### config.mk
export PLATFORM = sky130hd
export DESIGN_NAME = slsi_cell
export DESIGN_NICKNAME = d
export VERILOG_FILES = /design/src/hdl/slsi_pkg.sv /design/src/hdl/slsi_cell.sv
export SDC_FILE = /design/constraint.sdc
export NUM_CORES = 1
export LEC_CHECK = 0
export ABC_AREA = 1
export BUFFER_PORTS_ARGS = -buffer_cell sky130_fd_sc_hd__buf_2
export CORE_MARGIN = 1
export CORE_UTILIZATION = 36
export DETAILED_ROUTE_END_ITERATION = 16
export MAX_ROUTING_LAYER = met4
export PLACE_DENSITY_LB_ADDON = 0.05
export SYNTH_ARGS = -nofsm -noshare
export SYNTH_HDL_FRONTEND = slang
export SYNTH_SLANG_ARGS = --single-unit
### constraint.sdc
create_clock -name clk -period 2.2 [get_ports clk]
set_clock_uncertainty 0.05 [all_clocks]
set_input_delay 0.55 -clock clk [delete_from_list [all_inputs] [get_ports clk]]
set_output_delay 0.55 -clock clk [all_outputs]
set_load 0.03 [all_outputs]
### src/hdl/slsi_pkg.sv
package slsi_pkg;

  localparam int CAPACITY = 256;
  localparam int IDX_W    = $clog2(CAPACITY);
  localparam int CNT_W    = $clog2(CAPACITY + 1);
  localparam int NLVL     = IDX_W;
  localparam int LVL_W    = $clog2(NLVL + 1);

  localparam int FUNC_W   = 2;
  localparam int VALUE_W  = 32;
  localparam int STATUS_W = 2;
  localparam int POS_W    = 8;
  localparam int COUNT_W  = 9;

  localparam logic [FUNC_W-1:0] FN_APPEND = 2'd0;
  localparam logic [FUNC_W-1:0] FN_INSERT = 2'd1;
  localparam int                FN_SEARCH_BIT = 1;

  localparam logic [STATUS_W-1:0] ST_INSERTED = 2'd0;
  localparam logic [STATUS_W-1:0] ST_FULL     = 2'd1;
  localparam logic [STATUS_W-1:0] ST_FOUND    = 2'd2;
  localparam logic [STATUS_W-1:0] ST_NOTFOUND = 2'd3;

  typedef logic signed [VALUE_W-1:0] value_t;

  typedef struct packed {
    logic apply;
    logic search;
    logic append;
  } cell_ctrl_t;

  typedef struct packed {
    logic load;
    logic step;
  } pfx_ctrl_t;

endpackage

### src/hdl/slsi_cell.sv
module slsi_cell import slsi_pkg::*; (
  input  logic       clk,
  input  cell_ctrl_t ctrl,
  input  value_t     key,
  input  logic       occ,
  input  logic       at_tail,
  input  value_t     left_entry,
  input  logic       pre_self,
  input  logic       pre_left,
  output value_t     entry,
  output logic       hit
);

  value_t entry_r;

  assign entry = entry_r;

  always_comb begin
    if (ctrl.search) begin
      hit = occ && (entry_r == key);
    end else if (ctrl.append) begin
      hit = at_tail;
    end else begin
      hit = at_tail || (occ && (key < entry_r));
    end
  end

  // first cell of the prefix takes the key, the ones behind it take their left neighbour
  always_ff @(posedge clk) begin
    if (ctrl.apply) begin
      if (pre_self && !pre_left) begin
        entry_r <= key;
      end else if (pre_self) begin
        entry_r <= left_entry;
      end
    end
  end

endmodule

## Word-level counts from Yosys, hierarchy flattened

Index checks and enable logic that the tools add are counted.

- Bits in registers: 32
- Bits of input ports: 72
- Output and inout port bits: 33

- Magnitude comparators: 1
- Eq/ne operators: 1
- Muxes and demuxes: 4
- Reductions and logical operators: 7

Operators with widths:

| kind | number |
|---|---|
| $mux 32 | 2 |
| $eq 32x32->1 | 1 |
| $lt 32x32->1 | 1 |
| $logic_and 1x1->1 | 3 |
| $mux 1 | 2 |
| $reduce_and 2->1 | 1 |
| $reduce_bool 2->1 | 1 |
| $logic_not 1->1 | 1 |
| $logic_or 1x1->1 | 1 |

## Depth between registers and ports, before layout

Gate-level depths: netlist of run 1.

- Depth in word-level cells: 5
- Mapped depth: 17
- Depth with buffers taken out: 17

## Least setup slack after synthesis of run 1

Ideal clock, no wire load.

- Path kind: flip-flop to output port
- Start: register entry_r[31] (netlist: entry[31])
- End: output hit
- Arrival: 1.810 ns
- Slack: -0.210 ns
- Cell stages (with the launch flop): 14
- Buffers on the path: 0
- Path through: edfxtp_1 inv_1 ha_1 nand2_1 inv_2 nand2_4 a21oi_1 nor2_1 and2_1 nand3_1 nand3_2 nand2_1 nand2_1 nand2_1

- Cells in the longest elaborated chain, start to end: 5
- Elaborated cells between the ends (all ways): 7
- Those cells by class: order compare (1); eq/ne (1); mux (2); reduce/logical (3)

Ends and longest elaborated chain:

| element | line | source |
|---|---|---|
| start: declaration | slsi_cell.sv:14 | `value_t entry_r;` |
| start signal: assignment | slsi_cell.sv:32 | `entry_r <= key;` |
| start signal: assignment | slsi_cell.sv:34 | `entry_r <= left_entry;` |
| $lt 32x32->1 | slsi_cell.sv:24 | `hit = at_tail \|\| (occ && (key < entry_r));` |
| $logic_and 1x1->1 | slsi_cell.sv:24 |  |
| $logic_or 1x1->1 | slsi_cell.sv:24 |  |
| $mux 1 | slsi_cell.sv:21 | `end else if (ctrl.append) begin` |
| $mux 1 (*) | slsi_cell.sv:19 | `if (ctrl.search) begin` |
| end: declaration | slsi_cell.sv:11 | `output logic hit` |

Every way passes the cells marked *; elsewhere a longest branch is shown, timed or not.

## Worst setup path in the final report of run 1

- Start: register entry_r[27] (netlist: entry[27])
- End: output hit

The elaborated chain is that of the path after synthesis.

==> results of run 1 <==
[through the flow]
step | total power, mW | utilization (%)
5_1_grt | 1.82 | 53.2
2_1_floorplan | 1.08 | -
3_5_place_dp | 1.27 | 49.3
4_1_cts | 1.73 | 52.4
3_3_place_gp | 1.27 | 49.3
6_report | 1.71 | 53.2
[final timing paths]
| check | startpoint | end |
|---|---|---|
| min | left_entry[20] | entry[20] |
| max | entry[27] | hit |
[cell type report]
cell class	instances	area [µm²]
clock buffer	5	68.8
fill	631	2990
inverter	61	229
multi-input combinational	157	1320
sequential	32	961
tap	77	96.3
timing repair buffer	128	719
[per-layer routing]
metal / vias to the layer above / share of wire [%] / global-route usage, %
li1: 1074 / - / -
met1: 879 / 47 / 18.9
met2: 56 / 47 / 25.5
met4: 0 / 0.92 / 4.70
met3: 5 / 4.9 / 3.48
met5: - / 0 / -
[critical path, stage by stage (launching register included)]
cell	delay (ns)
edfxtp_1	0.40
inv_2	0.09
ha_4	0.20
a21oi_1	0.17
a21oi_2	0.08
nor2_1	0.13
and2_1	0.15
nand3_1	0.09
nand3_2	0.08
nand2_2	0.05
nand2_2	0.07
nand2_4	0.04
buf_6	0.13
[what timing repair did]
action,4_1_cts,5_1_grt
buffers inserted,5,2
pin swaps,17,12
hold endpoints to repair,0,0
setup endpoints to repair,1,1
gates cloned,0,0
gates resized for setup,19,9
[power breakdown]
group / switching, mW / internal, mW / total (mW)
Clock: 0.205 / 0.204 / 0.409
Sequential: 0.0216 / 0.727 / 0.749
Combinational: 0.311 / 0.245 / 0.556
[layout by cell type (no fill, tap or decap), types with 2 or more instances in the layout]
cell type	n
nand3_1	2
clkbuf_8	5
nor2_2	2
buf_2	103
mux2_1	27
mux2_2	4
edfxtp_1	32
nor2_4	2
ha_1	24
nand2_2	11
nand2_4	2
clkinv_1	3
nand4_1	2
a21oi_1	7
ha_4	8
nand2_1	51
nor2_1	8
a21oi_2	2
buf_4	23
inv_2	15
inv_1	43
[cells by family (layout without fill, tap and decap cells)]
kind of cell    after synthesis  in the layout
compound gates               11             11
fa+ha+maj                    32             32
simple gates                 83             83
buf+inv                      64            194
flops                        32             32
mux                          31             31
==> run metrics, run 1 <==
status=finished with violations; failing checks=negative setup slack; port bufs=about 100; drt pass-1 iters=4; clock tree from TritonCTS=done; Adder-Cell Fraction of Synth Area=16.8%; prevailing post-synth register cell=edfxtp_1; post-synthesis sequential area ratio=between 40% and 50%; Largest register FFs=32; Die Ht=between 80 and 90 µm; fraction of layout instances using a drive strength above 1=47.3%; Post-Syn Nets=between 300 and 400; EDFF count, synth=32; die width=83.4 µm; via-per-instance ratio=between 4 and 5; compound-cell area share of the yosys netlist=about 2.4%; WHS Path Cells=2; Core Rows=29; Simple-Gate Fraction of Synth Area=about 16%; top cells by area, synth=edfxtp_1 40%, ha_1 17%, mux2_1 13%; RSZ-0062 raised after global routing=yes; synthesized area per cell=approximately 9.4 µm²; XOR/XNOR Fraction of Synth Area=0%; first-pass GRT wire length=between 8000 and 9000 µm; Max Fanout on Critical Path=2; antenna viol nets, final=0; Cell Area, Synth=0.00238 mm²; non-filler cells, final=between 400 and 500; Synth top area share=between 40% and 50%; crit path DAT=just under 2 ns; Critical Path RT=1.60 ns; PwrDens=between 500 and 600 mW/mm²; DP Area=roughly 0.0031 mm²; Final Net Count=around 500; HP Class=input port to flop; multiplexer area fraction after synthesis=~15%; vias in the first global route=1901; Vias=~2000; fmax=between 300 and 400 MHz; Sum Neg Setup Slack=-0.359 ns; Synth cell types=22; placed cells=roughly 450; final setup violation count=1; DP HPWL=approximately 3800 µm; max-cap violations=0; WS Path Type=flop to output port; P_leak=1.77 nW; Initial Util=between 30% and 40%; VDD IR-drop max=between 0.0003 and 0.0004 V; wire per inst=~11 µm; Final period util=116%; final instance area=0.00340 mm²; Final Hold Fails=0; Num CTS Buffers=5; Yosys reg bits=32; CP Capture Type=output port; ANT cells=0; H-tree depth=2; YS warnings=0; type of origin of the critical path=flop; Post-synth ARST share=0%; clock buffer depth=2; # clock sinks=32; Core ar.=0.00639 mm²; Max Slew Vio Count=0; min Tclk post-route=2.56 ns; dpl ws=-0.446 ns; I/O pin cnt=about 110; total grt overflow=0; detailed-route DRC error count=0; most frequent cells after synthesis=61 x nand2_1, 52 x inv_1, 32 x edfxtp_1, 32 x ha_1, 27 x mux2_1; Slew @ Worst Pin=around 0.45 ns; gr usage total=between 10% and 20%; final worst slack=-0.359 ns; GPL Wtd Cong=between 0.7 and 0.8; largest family of logic cells by synthesized area=adder cells; antenna violations before repair=0; Clock transition at path regs=about 0.07 ns; Area Overhead vs Synth=42.4%; largest net degree at the start of global routing=34; hold_ws=0.506 ns; Total Routed Length=~5100 µm; Root Driver=clkbuf_8; total die area=0.00695 mm²; area leader, netlist=edfxtp_1; Worst slew margin=between 60% and 70%; Syn Inst Count=about 250; CTS Hold Bufs=0; initial DRC count=45; most frequent cell after synthesis=nand2_1
Note: power is estimated with default switching activity, not from simulation.
==> run 2, diff against run 1 <==
--- a/config.mk
+++ b/config.mk
@@ -6,7 +6,7 @@
 export NUM_CORES = 1
 export LEC_CHECK = 0
 export ABC_AREA = 1
-export BUFFER_PORTS_ARGS = -buffer_cell sky130_fd_sc_hd__buf_2
+export BUFFER_PORTS_ARGS = -buffer_cell sky130_fd_sc_hd__buf_4
 export CORE_MARGIN = 1
 export CORE_UTILIZATION = 36
 export DETAILED_ROUTE_END_ITERATION = 16
==> run metrics, run 2 (synthesized netlist as in run 1, its figures left out) <==
drt pass-1 iters=4; non-filler cells, final=roughly 480; Num CTS Buffers=5; Final Hold Fails=0; I/O pin cnt=between 100 and 150; PwrDens=482 mW/mm²; P_leak=between 1.5 and 2 nW; Root Driver=clkbuf_8; detailed-route DRC error count=0; switching share of total power=30.6%; Critical Path RT=about 1.6 ns; Vias=between 2000 and 2500; Area Overhead vs Synth=60.5%; final setup violation count=1; initial DRC count=30; DP HPWL=about 4000 µm; port bufs=between 100 and 150; Worst Min Path Start=left_entry[24]; ANT cells=0; Initial Util=~37%; final worst slack=-0.381 ns; Register Area=around 960 µm²; Core Util, Final=approximately three fifths; max-cap violations=0; wire per inst=roughly 11 µm; largest net degree at the start of global routing=34; CP Capture Type=output port; Slew @ Worst Pin=0.452 ns; Total Routed Length=between 5000 and 6000 µm; commonest cells after routing, fill and taps aside=142 x buf_4, 51 x nand2_1, 45 x inv_1; gr usage total=16.3%; final instance area=roughly 0.0038 mm²; NetSw=about 0.56 mW; Final period util=117%; placed cells=462; fraction of layout instances using a drive strength above 1=around half; failing checks=negative setup slack; total grt overflow=0; Max Fanout on Critical Path=2; clock share of power=a little under a quarter; Final Net Count=roughly 500; fmax=roughly 390 MHz; first-pass GRT wire length=roughly 9000 µm; WS Path Type=flop to output port; multi-input logic area=around 0.0014 mm²; slowest CP cell=edfxtp_1; # clock sinks=32; Largest register FFs=32; die width=~83 µm; H-tree depth=2; Clock transition at path regs=~0.070 ns; HP Class=input port to flop; vias in the first global route=~2100; Filler Cells Inserted=about 600; Worst slew margin=a little over two thirds; worst setup path end=hit; GPL Wtd Cong=0.750; Sequential Power Share=roughly two fifths; Core ar.=around 0.0064 mm²; total die area=approximately 0.0070 mm²; Logic pwr share=a little over a third; via-per-instance ratio=between 4 and 5; crit path DAT=1.98 ns; critical path's largest stage delay=between 0.3 and 0.4 ns; clock buffer depth=2; Max Slew Vio Count=0; min Tclk post-route=around 2.6 ns; VDD IR-drop max=about 0.00030 V; Core Rows=29; status=finished with violations; hold_ws=~0.50 ns; Worst Setup SP=entry[29]; Die Ht=around 83 µm; critical-path cell list=inv_1, ha_1, nand2_1, inv_2, nand2_4, nor2_4, nand2_2, nor2_4, nand2_1, nand4_1, nand2_1, nand3_2, nand2_2, nand2_2, nand2_4, buf_6; commonest non-fill, non-tap cell in the layout=buf_4; antenna violations before repair=0; DP Area=around 0.0035 mm²; RSZ-0062 raised after global routing=yes; type of origin of the critical path=flop; clock tree from TritonCTS=done; internal power=between 1 and 1.5 mW; antenna viol nets, final=0; Power, Total=~1.8 mW
-- run 2: changes by cell type in the layout (fill, tap and decap cells not counted) --
cell	previous run	this run
clkbuf_1	0	2
buf_2	103	0
ha_1	24	22
clkinv_1	3	4
inv_2	15	13
nor2_1	8	5
nand3_1	2	1
nor2_4	2	3
inv_1	43	45
nand3_2	1	2
ha_4	8	10
buf_4	23	142
nor2_2	2	4
-- run 2: worst max-delay path: cells and delay by family, from the launching register on --
kind                     cells  cell delay [ns]
buffers and inverters        3             0.24
adder cells (fa/ha/maj)      1             0.28
flip-flops                   1             0.35
AND/OR/NAND/NOR             12             0.83
-- run 2: per-stage QoR --
| step | setup slack (ns) | TNS [ns] |
|---|---|---|
| after floorplan | -0.113 | -0.113 |
| after global placement | -0.404 | -0.404 |
| after detailed placement | -0.425 | -0.425 |
| after CTS | -0.393 | -0.393 |
| after global routing | -0.566 | -0.566 |
| final | -0.381 | -0.381 |
-- run 2: cell type report --
| type | count | area share, % |
|---|---|---|
| tap | 77 | 2.52 |
| clock inverter | 1 | 0.0980 |
| inverter | 61 | 5.98 |
| sequential | 32 | 25.1 |
| multi-input combinational | 157 | 35.7 |
| clock buffer | 7 | 1.99 |
| timing repair buffer | 144 | 28.7 |
-- run 2: per-layer routing --
metal	vias to the layer above	GRT usage [%]	share of wire (%)	wire [µm]
met5	-	-	0	0
met4	0	3.29	0.43	23
met3	2	4.17	5.8	311
met2	57	27.9	51	2750
met1	950	19.5	43	2300
li1	1107	-	-	-
-- run 2: how the worst min path moves through the flow --
stage	slack, ns	endpoint	cells past startpoint
floorplan	0.69	entry[0]	2
global placement	0.78	entry[0]	3
detailed placement	0.79	entry[2]	2
CTS	0.49	entry[26]	2
global route	0.49	entry[24]	2
finish	0.50	entry[24]	2
-- run 2: power by group through the flow --
stage                     Sequential [mW]  Combinational, mW  Clock [mW]
final                               0.749              0.659       0.438
after CTS                           0.749              0.636       0.453
after detailed placement            0.762              0.601           0
after global routing                0.755              0.732       0.470
after floorplan                     0.849              0.231           0
after global placement              0.760              0.597           0
-- run 2: repair_timing --
item	CTS	global route
hold buffers	0	0
setup buffers	7	2
pin swaps	16	9
resized for setup	15	17
setup endpoints to repair	1	1
==> run 3, diff against run 2 <==
--- a/config.mk
+++ b/config.mk
@@ -7,11 +7,12 @@
 export LEC_CHECK = 0
 export ABC_AREA = 1
 export BUFFER_PORTS_ARGS = -buffer_cell sky130_fd_sc_hd__buf_4
-export CORE_MARGIN = 1
 export CORE_UTILIZATION = 36
 export DETAILED_ROUTE_END_ITERATION = 16
+export GPL_TIMING_DRIVEN = 0
 export MAX_ROUTING_LAYER = met4
 export PLACE_DENSITY_LB_ADDON = 0.05
+export SKIP_LAST_GASP = 1
 export SYNTH_ARGS = -nofsm -noshare
 export SYNTH_HDL_FRONTEND = slang
 export SYNTH_SLANG_ARGS = --single-unit
==> run metrics, run 3 (synthesized netlist as in run 1, its figures left out) <==
status=finished with violations; failing checks=negative setup slack; Worst slew margin=around 55%; first-pass GRT wire length=8760 µm; Largest register FFs=32; clock buffer depth=2; Hold EP=entry[14]; type of origin of the critical path=flop; vias in the first global route=~2100; Logic pwr share=between 30% and 40%; Initial Util=~37%; Power, Total=between 1.5 and 2 mW; clock tree from TritonCTS=done; I/O pin cnt=roughly 110; DP Area=roughly 0.0033 mm²; fraction of layout instances using a drive strength above 1=around 44%; RSZ-0062 raised after global routing=yes; via-per-instance ratio=around 4.5; # clock sinks=32; multi-input logic area=approximately 0.0013 mm²; commonest cells after routing, fill and taps aside=114 x buf_4, 54 x nand2_1, 46 x inv_1; HP Class=input port to flop; Filler Cells Inserted=622; initial DRC count=46; internal power=roughly 1.2 mW; total die area=0.00695 mm²; critical path buffer and inverter count=3; die width=~83 µm; clock share of power=a little under a quarter; antenna violations before repair=0; critical path's largest stage delay=roughly 0.38 ns; Slew @ Worst Pin=around 0.68 ns; Core Rows=29; Worst Min Path Start=left_entry[14]; Max Fanout on Critical Path=3; Final period util=117%; Total Routed Length=~5200 µm; Critical Path Most Common Cell=nand2_2; wire per inst=11.5 µm; final setup violation count=1; Sum Neg Setup Slack=-0.382 ns; H-tree depth=2; switching share of total power=approximately 31%; final worst slack=-0.382 ns; Vias=2050; Num CTS Buffers=5; Critical Path RT=about 1.6 ns; Die Ht=~83 µm; min Tclk post-route=between 2 and 3 ns; commonest non-fill, non-tap cell in the layout=buf_4; Worst Setup SP=entry[31]; Register Area=961 µm²; CP top delay family=simple AND/OR/NAND/NOR gates; DP HPWL=roughly 4100 µm; VDD IR-drop max=approximately 0.00034 V; Core ar.=about 0.0064 mm²; CP Capture Type=output port; WS Path Type=flop to output port; fmax=roughly 390 MHz; Final Net Count=480; crit path DAT=between 1.5 and 2 ns; port bufs=between 100 and 150; dpl ws=-0.457 ns; detailed-route DRC error count=0; total grt overflow=0; Root Driver=clkbuf_8; critical-path cell list=inv_2, ha_4, nand2_2, inv_2, nand2_4, nor2_4, nand2_2, nor2_4, nand2_1, nand4_1, nand2_1, nand3_2, nand2_2, nand2_2, nand2_4, buf_6; P_leak=~1.8 nW; largest net degree at the start of global routing=33; GPL Wtd Cong=0.736; Area Overhead vs Synth=50.5%; Sequential Power Share=between 40 and 50%; max-cap violations=0; WHS Path Cells=2; Levels on crit path=16; Final Hold Fails=0; drt pass-1 iters=4; NetSw=around 0.54 mW; ANT cells=0; gr usage total=between 10% and 20%; antenna viol nets, final=0; slowest CP cell=edfxtp_1; Clock transition at path regs=~0.07 ns; final instance area=roughly 0.0036 mm²; Max Slew Vio Count=0; PwrDens=between 400 and 500 mW/mm²
==> run 3: changes by cell type in the layout (fill, tap and decap cells not counted), sizes merged <==
cell and delta:
clkinv +1, buf -25, clkbuf -2
==> run 3: worst max path at each step <==
stage                     endpoint  slack (ns)
after floorplan                hit       -0.11
after detailed placement       hit       -0.46
after CTS                      hit       -0.42
after global placement         hit       -0.45
after global routing           hit       -0.52
final                          hit       -0.38
==> run 3: power groups by stage <==
stage | Clock, mW | Sequential, mW | Combinational [mW]
CTS | 0.445 | 0.750 | 0.580
detailed placement | 0 | 0.763 | 0.543
floorplan | 0 | 0.849 | 0.231
finish | 0.424 | 0.749 | 0.592
global route | 0.459 | 0.755 | 0.661
global placement | 0 | 0.761 | 0.538
==> run 3: timing repair <==
item / in CTS / in global routing
hold buffers: 0 / 0
pin swaps: 15 / 7
endpoints found under the setup margin: 1 / 1
resized for setup: 11 / 10
setup buffers: 10 / 1
==> run 3: stage by stage <==
stage          utilization, %  hold WS (ns)  std cells
3_5_place_dp             51.4         0.791        434
3_3_place_gp             51.4         0.782        434
2_1_floorplan               -         0.691        253
6_report                 56.2         0.497        453
4_1_cts                  55.0         0.490        451
5_1_grt                  56.2         0.490        453
==> run 3: area by class of cell <==
type | instances | area share (%)
Inverter | 61 | 6.38
Clock buffer | 5 | 1.92
Tap cell | 77 | 2.68
Clock inverter | 2 | 0.209
Buffer | 3 | 0.418
Multi-Input combinational cell | 157 | 36.7
Sequential cell | 32 | 26.8
Timing Repair Buffer | 116 | 24.9
==> run 3: routing by layer <==
layer	wire length [µm]	track usage (%)	up-vias
met4	80	5.64	0
met2	2540	27.2	61
li1	-	-	1060
met1	2320	19.3	921
met3	253	3.28	8
met5	0	-	-
